File: config.mk
export PLATFORM = sky130hd
export DESIGN_NAME = rom_image_byte_order_and_boot_check
export DESIGN_NICKNAME = d
export VERILOG_FILES = /design/src/rtl/core/ribc_pkg.sv /design/src/rtl/core/rom_image_byte_order_and_boot_check.sv
export SDC_FILE = /design/constraint.sdc
export NUM_CORES = 1
export LEC_CHECK = 0
export BUFFER_PORTS_ARGS = -buffer_cell sky130_fd_sc_hd__buf_2
export CAP_MARGIN = 20
export CORE_AREA = 2 2 164 166
export DETAILED_ROUTE_END_ITERATION = 16
export DIE_AREA = 0 0 166 168
export MAX_ROUTING_LAYER = met4
export PLACE_DENSITY = 0.5
export SLEW_MARGIN = 20
export SYNTH_ARGS = -nofsm -noshare
export SYNTH_HDL_FRONTEND = slang
export SYNTH_SLANG_ARGS = --single-unit
export TNS_END_PERCENT = 20
File: constraint.sdc
create_clock -name clk -period 8.9 [get_ports clk]
set_input_delay 1.78 -clock clk [delete_from_list [all_inputs] [get_ports clk]]
set_output_delay 1.78 -clock clk [all_outputs]
set_load 0.02 [all_outputs]
File: src/rtl/core/ribc_pkg.sv
// ----------------------------------------------------------------------------
// ribc_pkg
// Shared types, constants and helper functions for the cartridge image
// byte-order normalizer and boot-area checksum.
// ----------------------------------------------------------------------------
package ribc_pkg;

  // Layout codes as reported on the result channel.
  typedef enum logic [1:0] {
    LAYOUT_NATIVE   = 2'd0,
    LAYOUT_HALF     = 2'd1,
    LAYOUT_REVERSED = 2'd2,
    LAYOUT_INVALID  = 2'd3
  } layout_t;

  // Boot chip class codes.
  localparam logic [2:0] BOOT_UNKNOWN = 3'd0;
  localparam logic [2:0] BOOT_6101    = 3'd1;
  localparam logic [2:0] BOOT_6102    = 3'd2;
  localparam logic [2:0] BOOT_6103    = 3'd3;
  localparam logic [2:0] BOOT_6105    = 3'd4;
  localparam logic [2:0] BOOT_6106    = 3'd5;

  // Header marks of the first word, as read in file byte order.
  localparam logic [31:0] MARK_NATIVE   = 32'h8037_1240;
  localparam logic [31:0] MARK_HALF     = 32'h3780_4012;
  localparam logic [31:0] MARK_REVERSED = 32'h4012_3780;

  // Boot area window in words and accumulator width.
  localparam int unsigned CountW       = 11;
  localparam int unsigned SumW         = 42;
  localparam int unsigned NumKnown     = 6;
  localparam logic [CountW-1:0] SUM_FIRST_WORD = CountW'(32'h40 / 4);
  localparam logic [CountW-1:0] SUM_END_WORD   = CountW'(32'h1000 / 4);
  localparam logic [CountW-1:0] SUM_LAST_WORD  = CountW'(32'h1000 / 4 - 1);

  typedef logic [SumW-1:0]   sum_t;
  typedef logic [CountW-1:0] count_t;

  localparam sum_t KNOWN_SUMS [NumKnown] = '{
    42'h0D0027FDF31,
    42'h0CFFB631223,
    42'h0D057C85244,
    42'h0D6497E414B,
    42'h11A49F60E96,
    42'h0D6D5BE5580
  };
  localparam logic [2:0] KNOWN_CLASS [NumKnown] = '{
    BOOT_6101, BOOT_6101, BOOT_6102, BOOT_6103, BOOT_6105, BOOT_6106
  };

  // Picks the layout from the first word of an image.
  function automatic layout_t decode_layout(input logic [31:0] w);
    layout_t lay;
    case (w)
      MARK_NATIVE:   lay = LAYOUT_NATIVE;
      MARK_HALF:     lay = LAYOUT_HALF;
      MARK_REVERSED: lay = LAYOUT_REVERSED;
      default:       lay = LAYOUT_INVALID;
    endcase
    return lay;
  endfunction

  // Rearranges one word into big-endian order; invalid passes through.
  function automatic logic [31:0] normalize(input logic [31:0] w, input layout_t lay);
    logic [31:0] res;
    case (lay)
      LAYOUT_HALF:     res = {w[23:16], w[31:24], w[7:0], w[15:8]};
      LAYOUT_REVERSED: res = {w[7:0], w[15:8], w[23:16], w[31:24]};
      default:         res = w;
    endcase
    return res;
  endfunction

  // Matches the finished boot-area sum against the known values.
  function automatic logic [2:0] classify(input sum_t sum);
    logic [2:0] cls;
    cls = BOOT_UNKNOWN;
    for (int i = NumKnown - 1; i >= 0; i--) begin
      if (sum == KNOWN_SUMS[i]) begin
        cls = KNOWN_CLASS[i];
      end
    end
    return cls;
  endfunction

endpackage

File: src/rtl/core/rom_image_byte_order_and_boot_check.sv
// ----------------------------------------------------------------------------
// rom_image_byte_order_and_boot_check
// Normalizes cartridge image words to big-endian order and classifies the
// boot chip from the checksum of the boot area.
// ----------------------------------------------------------------------------
// Usage: feed the image one 32-bit word per request, first file byte in bits
// 31:24, with in_start_of_image on the header word. Every request yields one
// result through the input and result registers; the block takes a new
// request every cycle and holds up to two in flight, so it sustains one word
// per clock while the output is not stalled. The per-word step (byte swap,
// 42-bit add of the boot-area sum and the compare against six known sums on
// word 1023) sits in one register-to-register stage, and that stage sets the
// clock. Without a start marker after reset, words are counted from index 0
// in native layout.
module rom_image_byte_order_and_boot_check (
  input  logic        clk,
  input  logic        rst_n,
  input  logic        in_valid,
  output logic        in_stall,
  input  logic [31:0] in_raw_word,
  input  logic        in_start_of_image,
  input  logic        in_last_word,
  output logic        out_valid,
  input  logic        out_stall,
  output logic [31:0] out_normalized_word,
  output logic [1:0]  out_layout,
  output logic        out_boot_class_ready,
  output logic [2:0]  out_boot_class,
  output logic        out_image_too_short
);

  // Input register.
  logic        in_vld_r;
  logic [31:0] in_word_r;
  logic        in_start_r;
  logic        in_last_r;

  // Image state.
  ribc_pkg::layout_t layout_r, layout_nxt;
  ribc_pkg::count_t  word_count_r, word_count_nxt;
  ribc_pkg::sum_t    boot_sum_r, boot_sum_nxt;

  // Result register.
  logic              out_vld_r;
  logic [31:0]       out_word_r, out_word_nxt;
  ribc_pkg::layout_t out_layout_r;
  logic              out_ready_r, out_ready_nxt;
  logic [2:0]        out_class_r, out_class_nxt;
  logic              out_short_r, out_short_nxt;

  logic              out_free;
  logic              step;
  ribc_pkg::count_t  idx;
  ribc_pkg::sum_t    sum_base;

  // Handshake: the result slot frees when empty or taken this cycle.
  assign out_free = !out_vld_r || !out_stall;
  assign step     = in_vld_r && out_free;
  assign in_stall = in_vld_r && !out_free;

  always_ff @(posedge clk) begin
    if (!rst_n) begin
      in_vld_r <= 1'b0;
    end else if (!in_stall) begin
      in_vld_r <= in_valid;
    end
  end

  always_ff @(posedge clk) begin
    if (!in_stall && in_valid) begin
      in_word_r  <= in_raw_word;
      in_start_r <= in_start_of_image;
      in_last_r  <= in_last_word;
    end
  end

  // Per-word processing: layout, normalize, sum and classify.
  always_comb begin
    layout_nxt = in_start_r ? ribc_pkg::decode_layout(in_word_r) : layout_r;
    idx        = in_start_r ? '0 : word_count_r;
    sum_base   = in_start_r ? '0 : boot_sum_r;

    out_word_nxt = ribc_pkg::normalize(in_word_r, layout_nxt);

    if (idx >= ribc_pkg::SUM_FIRST_WORD && idx < ribc_pkg::SUM_END_WORD) begin
      boot_sum_nxt = sum_base + {{(ribc_pkg::SumW - 32){1'b0}}, out_word_nxt};
    end else begin
      boot_sum_nxt = sum_base;
    end

    out_ready_nxt = (idx == ribc_pkg::SUM_LAST_WORD);
    if (out_ready_nxt && layout_nxt != ribc_pkg::LAYOUT_INVALID) begin
      out_class_nxt = ribc_pkg::classify(boot_sum_nxt);
    end else begin
      out_class_nxt = ribc_pkg::BOOT_UNKNOWN;
    end

    out_short_nxt  = in_last_r && (idx < ribc_pkg::SUM_LAST_WORD);
    word_count_nxt = (idx < ribc_pkg::SUM_END_WORD) ? idx + 1'b1 : idx;
  end

  // State advances once per processed word.
  always_ff @(posedge clk) begin
    if (!rst_n) begin
      layout_r     <= ribc_pkg::LAYOUT_NATIVE;
      word_count_r <= '0;
      boot_sum_r   <= '0;
    end else if (step) begin
      layout_r     <= layout_nxt;
      word_count_r <= word_count_nxt;
      boot_sum_r   <= boot_sum_nxt;
    end
  end

  // Result register.
  always_ff @(posedge clk) begin
    if (!rst_n) begin
      out_vld_r <= 1'b0;
    end else if (out_free) begin
      out_vld_r <= in_vld_r;
    end
  end

  always_ff @(posedge clk) begin
    if (step) begin
      out_word_r   <= out_word_nxt;
      out_layout_r <= layout_nxt;
      out_ready_r  <= out_ready_nxt;
      out_class_r  <= out_class_nxt;
      out_short_r  <= out_short_nxt;
    end
  end

  assign out_valid            = out_vld_r;
  assign out_normalized_word  = out_word_r;
  assign out_layout           = out_layout_r;
  assign out_boot_class_ready = out_ready_r;
  assign out_boot_class       = out_class_r;
  assign out_image_too_short  = out_short_r;

  // A class is only reported on the word that completes the sum.
  a_class_only_when_ready : assert property (@(posedge clk) disable iff (!rst_n)
    out_vld_r && (out_class_r != ribc_pkg::BOOT_UNKNOWN) |-> out_ready_r)
    else $error("boot class reported outside the ready word");

  // A short image cannot also complete the boot area.
  a_short_excludes_ready : assert property (@(posedge clk) disable iff (!rst_n)
    out_vld_r |-> !(out_short_r && out_ready_r))
    else $error("short flag and boot class ready together");

  // The word counter saturates at the end of the boot area.
  a_count_saturates : assert property (@(posedge clk) disable iff (!rst_n)
    word_count_r <= ribc_pkg::SUM_END_WORD)
    else $error("word counter beyond saturation");

  // A stall upstream only happens with a word waiting in the input register.
  a_stall_needs_word : assert property (@(posedge clk) disable iff (!rst_n)
    in_stall |-> in_vld_r && out_vld_r)
    else $error("input stalled with nothing in flight");

  // Saturated counter never raises the ready flag again.
  a_no_ready_after_end : assert property (@(posedge clk) disable iff (!rst_n)
    step && !in_start_r && (word_count_r == ribc_pkg::SUM_END_WORD) |=> !out_ready_r)
    else $error("ready raised past the boot area");

endmodule
; After elaboration in Yosys (flattened, before gate mapping)
; Index checks and enable logic that the tools add are counted.
[classes]
n_addsub = 2
n_mul = 0
div_mod_pow = 0
magnitude_cmp = 3
eq_ne = 13
n_shift = 0
mux = 13
bitwise_logic = 1
n_reduce_logical = 13
[op_table]
columns = op, n
row1 = == test 42 x 40 -> 1 bit (second input constant), 5
row2 = 2-to-1 mux 42 bit, 2
row3 = case mux 32 bit (2 select lines), 1
row4 = adder 42 x 32 -> 42 bit, 1
row5 = == test 42 x 41 -> 1 bit (second input constant), 1
row6 = == test 32 x 30 -> 1 bit (second input constant), 1
row7 = == test 32 x 31 -> 1 bit (second input constant), 1
row8 = == test 32 bit (second input constant), 1
row9 = 2-to-1 mux 11 bit, 2
row10 = adder 11 x 1 -> 11 bit (second input constant), 1
row11 = == test 11 x 10 -> 1 bit (second input constant), 1
row12 = greater-or-equal comparator 11 x 5 -> 1 bit (second input constant), 1
row13 = < comparator 11 x 10 -> 1 bit (second input constant), 1
row14 = < comparator 11 bit (second input constant), 1
row15 = logical AND 1 bit, 6
row16 = 2-to-1 mux 2 bit, 3
row17 = 2-to-1 mux 3 bit, 2
row18 = case mux 2 bit (3 select lines), 1
row19 = OR reduction 5 bit, 1
row20 = logical NOT 1 bit, 4
row21 = OR reduction 3 bit, 1
row22 = == test 2 x 1 -> 1 bit (second input constant), 1
row23 = == test 2 bit (second input constant), 1
row24 = 2-to-1 mux 1 bit, 2
row25 = other kinds (3), 3
[totals]
regBits = 130
latch_bits = 0
mem_bits_rw = 0
rom_bits = 0
in_bits = 38
out_inout_bits = 41
word_cells = 60
memories = 0

; Depth between registers and ports, before layout
[logic_depth]
depth_word = 14
mapped_depth = 27
ltp_nobuf = 26

; Least setup slack after synthesis
; OpenSTA, ideal clock, no wires.
[synth_path]
kind = reg-to-reg
from = register in_word_r[15]
to = register out_class_r[0], in the netlist out_boot_class[0] (data pin)
setup_ps = 154
arrival_ps = 6426
required_ps = 8746
slack_ps = 2320
stages_incl_launch_ff = 28
synth_period_minus_slack_ps = 6580
path_cell_list = edfxtp_1 nor4_1 nand2_1 nor4b_1 nand3_1 or4_1 a21oi_1 or2_2 inv_1 ha_1 clkbuf_1 clkbuf_1 nand2_1 o21ai_0 ha_1 inv_1 fa_1 nand2b_1 a21oi_1 nor2_1 xnor2_1 mux2i_1 or4b_4 nor4b_4 nand2b_1 or4_1 or4_1 a41oi_2
[synth_between]
elab_chain_cells = 14
[synth_rtl]
columns = element, line
row1 = start: declaration, rom_image_byte_order_and_boot_check.sv:34  ; logic [31:0] in_word_r;
row2 = start signal: assignment, rom_image_byte_order_and_boot_check.sv:71  ; in_word_r <= in_raw_word;
row3 = "== test 32 x 31 -> 1 bit, or another cell as far along", ribc_pkg.sv:55  ; case (w)
row4 = case mux 2 bit (3 select lines) (*), ribc_pkg.sv:55
row5 = 2-to-1 mux 2 bit (*), rom_image_byte_order_and_boot_check.sv:79  ; layout_nxt = in_start_r ? ribc_pkg::decode_layout(in_word_r) : layout_r;
row6 = named net layout_nxt[1], rom_image_byte_order_and_boot_check.sv:39  ; ribc_pkg::layout_t layout_r, layout_nxt;
row7 = == test 2 bit or == test 2 x 1 -> 1 bit (tied branches), ribc_pkg.sv:67  ; case (lay)
row8 = case mux 32 bit (2 select lines) (*), ribc_pkg.sv:67
row9 = named net out_word_nxt[0], rom_image_byte_order_and_boot_check.sv:45  ; logic [31:0] out_word_r, out_word_nxt;
row10 = adder 42 x 32 -> 42 bit (*), rom_image_byte_order_and_boot_check.sv:86  ; boot_sum_nxt = sum_base + {{(ribc_pkg::SumW - 32){1'b0}}, out_word_nxt};
row11 = 2-to-1 mux 42 bit (*), rom_image_byte_order_and_boot_check.sv:85  ; if (idx >= ribc_pkg::SUM_FIRST_WORD && idx < ribc_pkg::SUM_END_WORD) begin
row12 = == test 42 x 40 -> 1 bit, ribc_pkg.sv:80  ; if (sum == KNOWN_SUMS[i]) begin
row13 = 2-to-1 mux 3 bit (2 in a row), ribc_pkg.sv:80
row14 = 2-to-1 mux 2 bit (2 in a row), ribc_pkg.sv:80
row15 = 2-to-1 mux 1 bit, ribc_pkg.sv:80
row16 = 2-to-1 mux 1 bit (*), ribc_pkg.sv:80
row17 = end signal: assignment, rom_image_byte_order_and_boot_check.sv:129  ; out_class_r <= out_class_nxt;
row18 = end: declaration, rom_image_byte_order_and_boot_check.sv:48  ; logic [2:0] out_class_r, out_class_nxt;
; Mark *: on every way through the listed nets, which the timed path passes. The rest lies on a longest branch.
; A chain may end at the register's enable or synchronous reset.

; Final worst setup path
[layout_path]
from = register in_word_r[15]
to = register out_class_r[1], in the netlist out_boot_class[1] (data pin)
[layout_between]
elab_chain_cells = 11
[layout_rtl]
columns = element, line
row1 = "== test 32 x 31 -> 1 bit, or another cell as far along", ribc_pkg.sv:55
row2 = case mux 2 bit (3 select lines) (*), ribc_pkg.sv:55
row3 = 2-to-1 mux 2 bit (*), rom_image_byte_order_and_boot_check.sv:79
row4 = == test 2 bit or == test 2 x 1 -> 1 bit (tied branches), ribc_pkg.sv:67
row5 = case mux 32 bit (2 select lines) (*), ribc_pkg.sv:67
row6 = named net out_word_nxt[0], rom_image_byte_order_and_boot_check.sv:45
row7 = adder 42 x 32 -> 42 bit (*), rom_image_byte_order_and_boot_check.sv:86
row8 = 2-to-1 mux 42 bit (*), rom_image_byte_order_and_boot_check.sv:85
row9 = == test 42 x 41 -> 1 bit, ribc_pkg.sv:80
row10 = 2-to-1 mux 3 bit, ribc_pkg.sv:80
row11 = 2-to-1 mux 2 bit (2 in a row), ribc_pkg.sv:80
; Marked as above.

==> results.txt <==
Fin crit period -> 7.90 ns
Core Area -> 26,400 µm²
Final non-filler cell total -> 1,457
Depth of the most critical reg-to-reg path -> 24
Max Fclk -> 0.127 GHz
Fillers -> 2,733
Final Net Count -> 1,179
# resized after CTS -> 0
Sequential area share after synthesis -> 0.371
Drt drc -> 0
CTS tree -> built
P_leak -> 3.80 nW
Root Buffer Master -> clkbuf_16
Yosys cell types -> 88
Port Buffer Count -> 78
Detail Placement HPWL -> 23,000 µm
Avg WL per Cell -> 21.3 µm
Worst setup path start -> in_word_r[15]
Hold crit path type -> flip-flop to flip-flop
Largest net degree at the start of global routing -> 65
Power per standard cell area -> 171 nW/µm²
Overflow after GRT -> 0
Standard-cell rows -> 60
All-layer global routing usage -> 0.227
Setup bufs post-CTS -> 0
Layout cell share with drive strength beyond 1 -> 0.143
N_diodes -> 0
Final setup vio count -> 0
Final Power -> 1.75 mW
Die Ht -> 168 µm
Worst vdd ir -> 0.0927 mV
Starting Density -> 0.341
Initial drt markers -> 874
Max clock buf depth -> 2
Cells after Synth -> 1,053
Htree depth -> 4
Worst setup SP type -> flip-flop
Placed cells -> 1,425
Critical Path End Type -> flip-flop
CTS Hold Bufs -> 0
GP Congestion -> 0.945
Worst hold path startpoint -> boot_sum_r[13]
Pre-Repair DR Iteration Count -> 5
Sink Count -> 130
Worst-margin pin slew -> 1.01 ns
Fin crit share -> 0.888
Main synth FF type -> edfxtp_1
Detail Route Antenna Nets -> 0
Slew margin rel. -> 0.316
Mean Syn Cell Area -> 8.52 µm²
FF+latch count, synth -> 130
Clk_skew -> 0.0108 ns
Chip width -> 166 µm
Kind of critical path -> flip-flop to flip-flop
WL final -> 31,000 µm
Max-cap violations -> 0
CP max FO -> 32
Yosys warns -> 0
Number of flops mapped to enable cells by yosys -> 73
Fin. max-slew vios -> 0
Syn nets -> 1,129
Clock latency on the worst-skew pair -> 0.44 ns
WP data arrival -> 8.09 ns
Post-synthesis instance area -> 8970 µm²
Via density -> 5.84
Status -> finished, final reports clean
First-pass GRT wire length -> 47,300 µm
CTS Buf Count -> 17
FF-to-FF Start -> in_word_r[15]
Initial antenna violation count -> 0
Syn-to-layout area delta -> 14.4%
Die Footprint -> 27,900 µm²
Final hold violations -> 0
I/O pin count -> 79
RSZ-0062 raised after global routing -> false
TNS Setup -> 0 ns
Ys async rst share -> 0
Hold path depth -> 2
CP required -> 9.09 ns
Clk slew on worst S/H paths -> 0.07 ns
Vias in the first global route -> 7,921
Vias -> 8,515
## routing by layer
metal	wire length (µm)	vias to the layer above	global-route usage	part of all wire
li1	-	4053	-	-
met1	14500	4097	0.313	0.47
met2	14000	323	0.349	0.45
met3	1890	42	0.0277	0.061
met4	698	0	0.0703	0.022
met5	0	-	-	0
## layout by cell type (no fill, tap or decap), drive strengths merged, types with 5 or more instances in the layout
cell,count
inv,31
or2,5
buf,91
a311oi,5
o211ai,13
nor4,12
o31ai,6
or3,6
mux2i,9
a21boi,17
xor2,11
xnor2,16
nand4,22
and2b,6
clkinv,5
a22oi,38
a211oi,7
nor2,64
nor4b,8
and4,6
dfxtp,57
nor3b,7
nand4b,5
nor3,27
o21a,8
clkbuf,17
o211a,19
and3,14
a21o,7
ha,37
a21oi,61
edfxtp,73
nor2b,44
a32oi,6
a31oi,11
nand2,159
and2,13
or4,7
nand3,31
o21ai,78
## where the power goes
part / switching [mW] / internal, mW
registers: 0.0235 / 0.671
logic: 0.207 / 0.0908
clock network: 0.330 / 0.428
## cells in the mapped netlist, types with 7 or more instances
master      n  area [µm²]
a21oi_1    61         305
a21o_1      7        52.6
o211ai_1   13        97.6
nor2_1     63         236
dfxtp_1    57        1140
o21ai_1     7        35.0
a31oi_1    11        68.8
mux2i_1     9        90.1
nor4b_1     7        61.3
nor3b_1     7        52.6
clkbuf_1   48         180
nand4_1    22         138
nor4_1     12        75.1
nand3_1    31         155
ha_1       37         463
o211a_1    19         190
o21ai_0    70         350
xor2_1     11        96.3
nor2b_1    44         275
o21a_1      8        60.1
a22oi_1    38         285
edfxtp_1   73        2190
nor3_1     27         135
xnor2_1    16         140
and3_1     12        75.1
inv_1      23        86.3
and2_1     12        75.1
a21boi_0   17         128
nand2_1   159         597
## cell families after synthesis
group / synth area share
AND/OR/NAND/NOR: 0.263
AO/OA/AOI/OAI: 0.236
flip-flops: 0.371
buffers and inverters: 0.0382
adder cells (fa/ha/maj): 0.0538
XOR/XNOR: 0.0263
multiplexers: 0.0117
## flip-flops by register name (all words and copies together) (netlist names)
name	count
boot_sum_r	42
in_word_r	32
out_normalized_word	32
word_count_r	11
out_boot_class	3
layout_r	2
out_layout	2
in_last_r	1
in_start_r	1
in_vld_r	1
out_boot_class_ready	1
out_image_too_short	1
out_valid	1
## cell type report
cell class / count / area (µm²) / area share
multi-input combinational: 840 / 5310 / 0.517
sequential: 130 / 3330 / 0.325
timing repair buffer: 91 / 490 / 0.0478
tap: 341 / 427 / 0.0416
clock buffer: 17 / 425 / 0.0414
clock inverter: 15 / 190 / 0.0185
inverter: 23 / 87.6 / 0.00853
## path summary, 6_finish.rpt
kind / to / slack (ns)
min: boot_sum_r[13] / 0.47
min reg2reg: boot_sum_r[13] / 0.47
max reg2reg: out_boot_class[1] / 1.0
max: out_boot_class[1] / 1.0
## worst max-delay path: stages, from the launching register on
cell	delay, ns
edfxtp_1	0.45
nor4_1	0.30
nand2_1	0.12
nor4b_1	0.29
nand3_1	0.16
or4_1	0.57
a21oi_1	0.17
or2_2	0.15
ha_2	0.55
a22oi_1	0.17
o21ai_0	0.44
ha_1	0.27
inv_1	0.06
fa_1	0.40
nand2b_1	0.18
a21oi_1	0.37
o21ai_1	0.22
o21a_1	0.25
o21ai_0	0.57
a31oi_1	0.20
xor2_1	0.43
nand4_1	0.24
nor4bb_1	0.43
nand4b_1	0.14
a2111oi_0	0.49
## through the flow
stage | utilization | setup WS [ns] | cell area [µm²] | hold WS, ns
floorplan | - | 2.32 | 8970 | 0.439
global placement | 0.366 | 0.831 | 9640 | 0.456
detailed placement | 0.366 | 0.694 | 9640 | 0.467
CTS | 0.389 | 0.644 | 10300 | 0.476
global route | 0.390 | 0.171 | 10300 | 0.503
finish | 0.390 | 1.00 | 10300 | 0.469
Power figures use the tool's default switching activity.
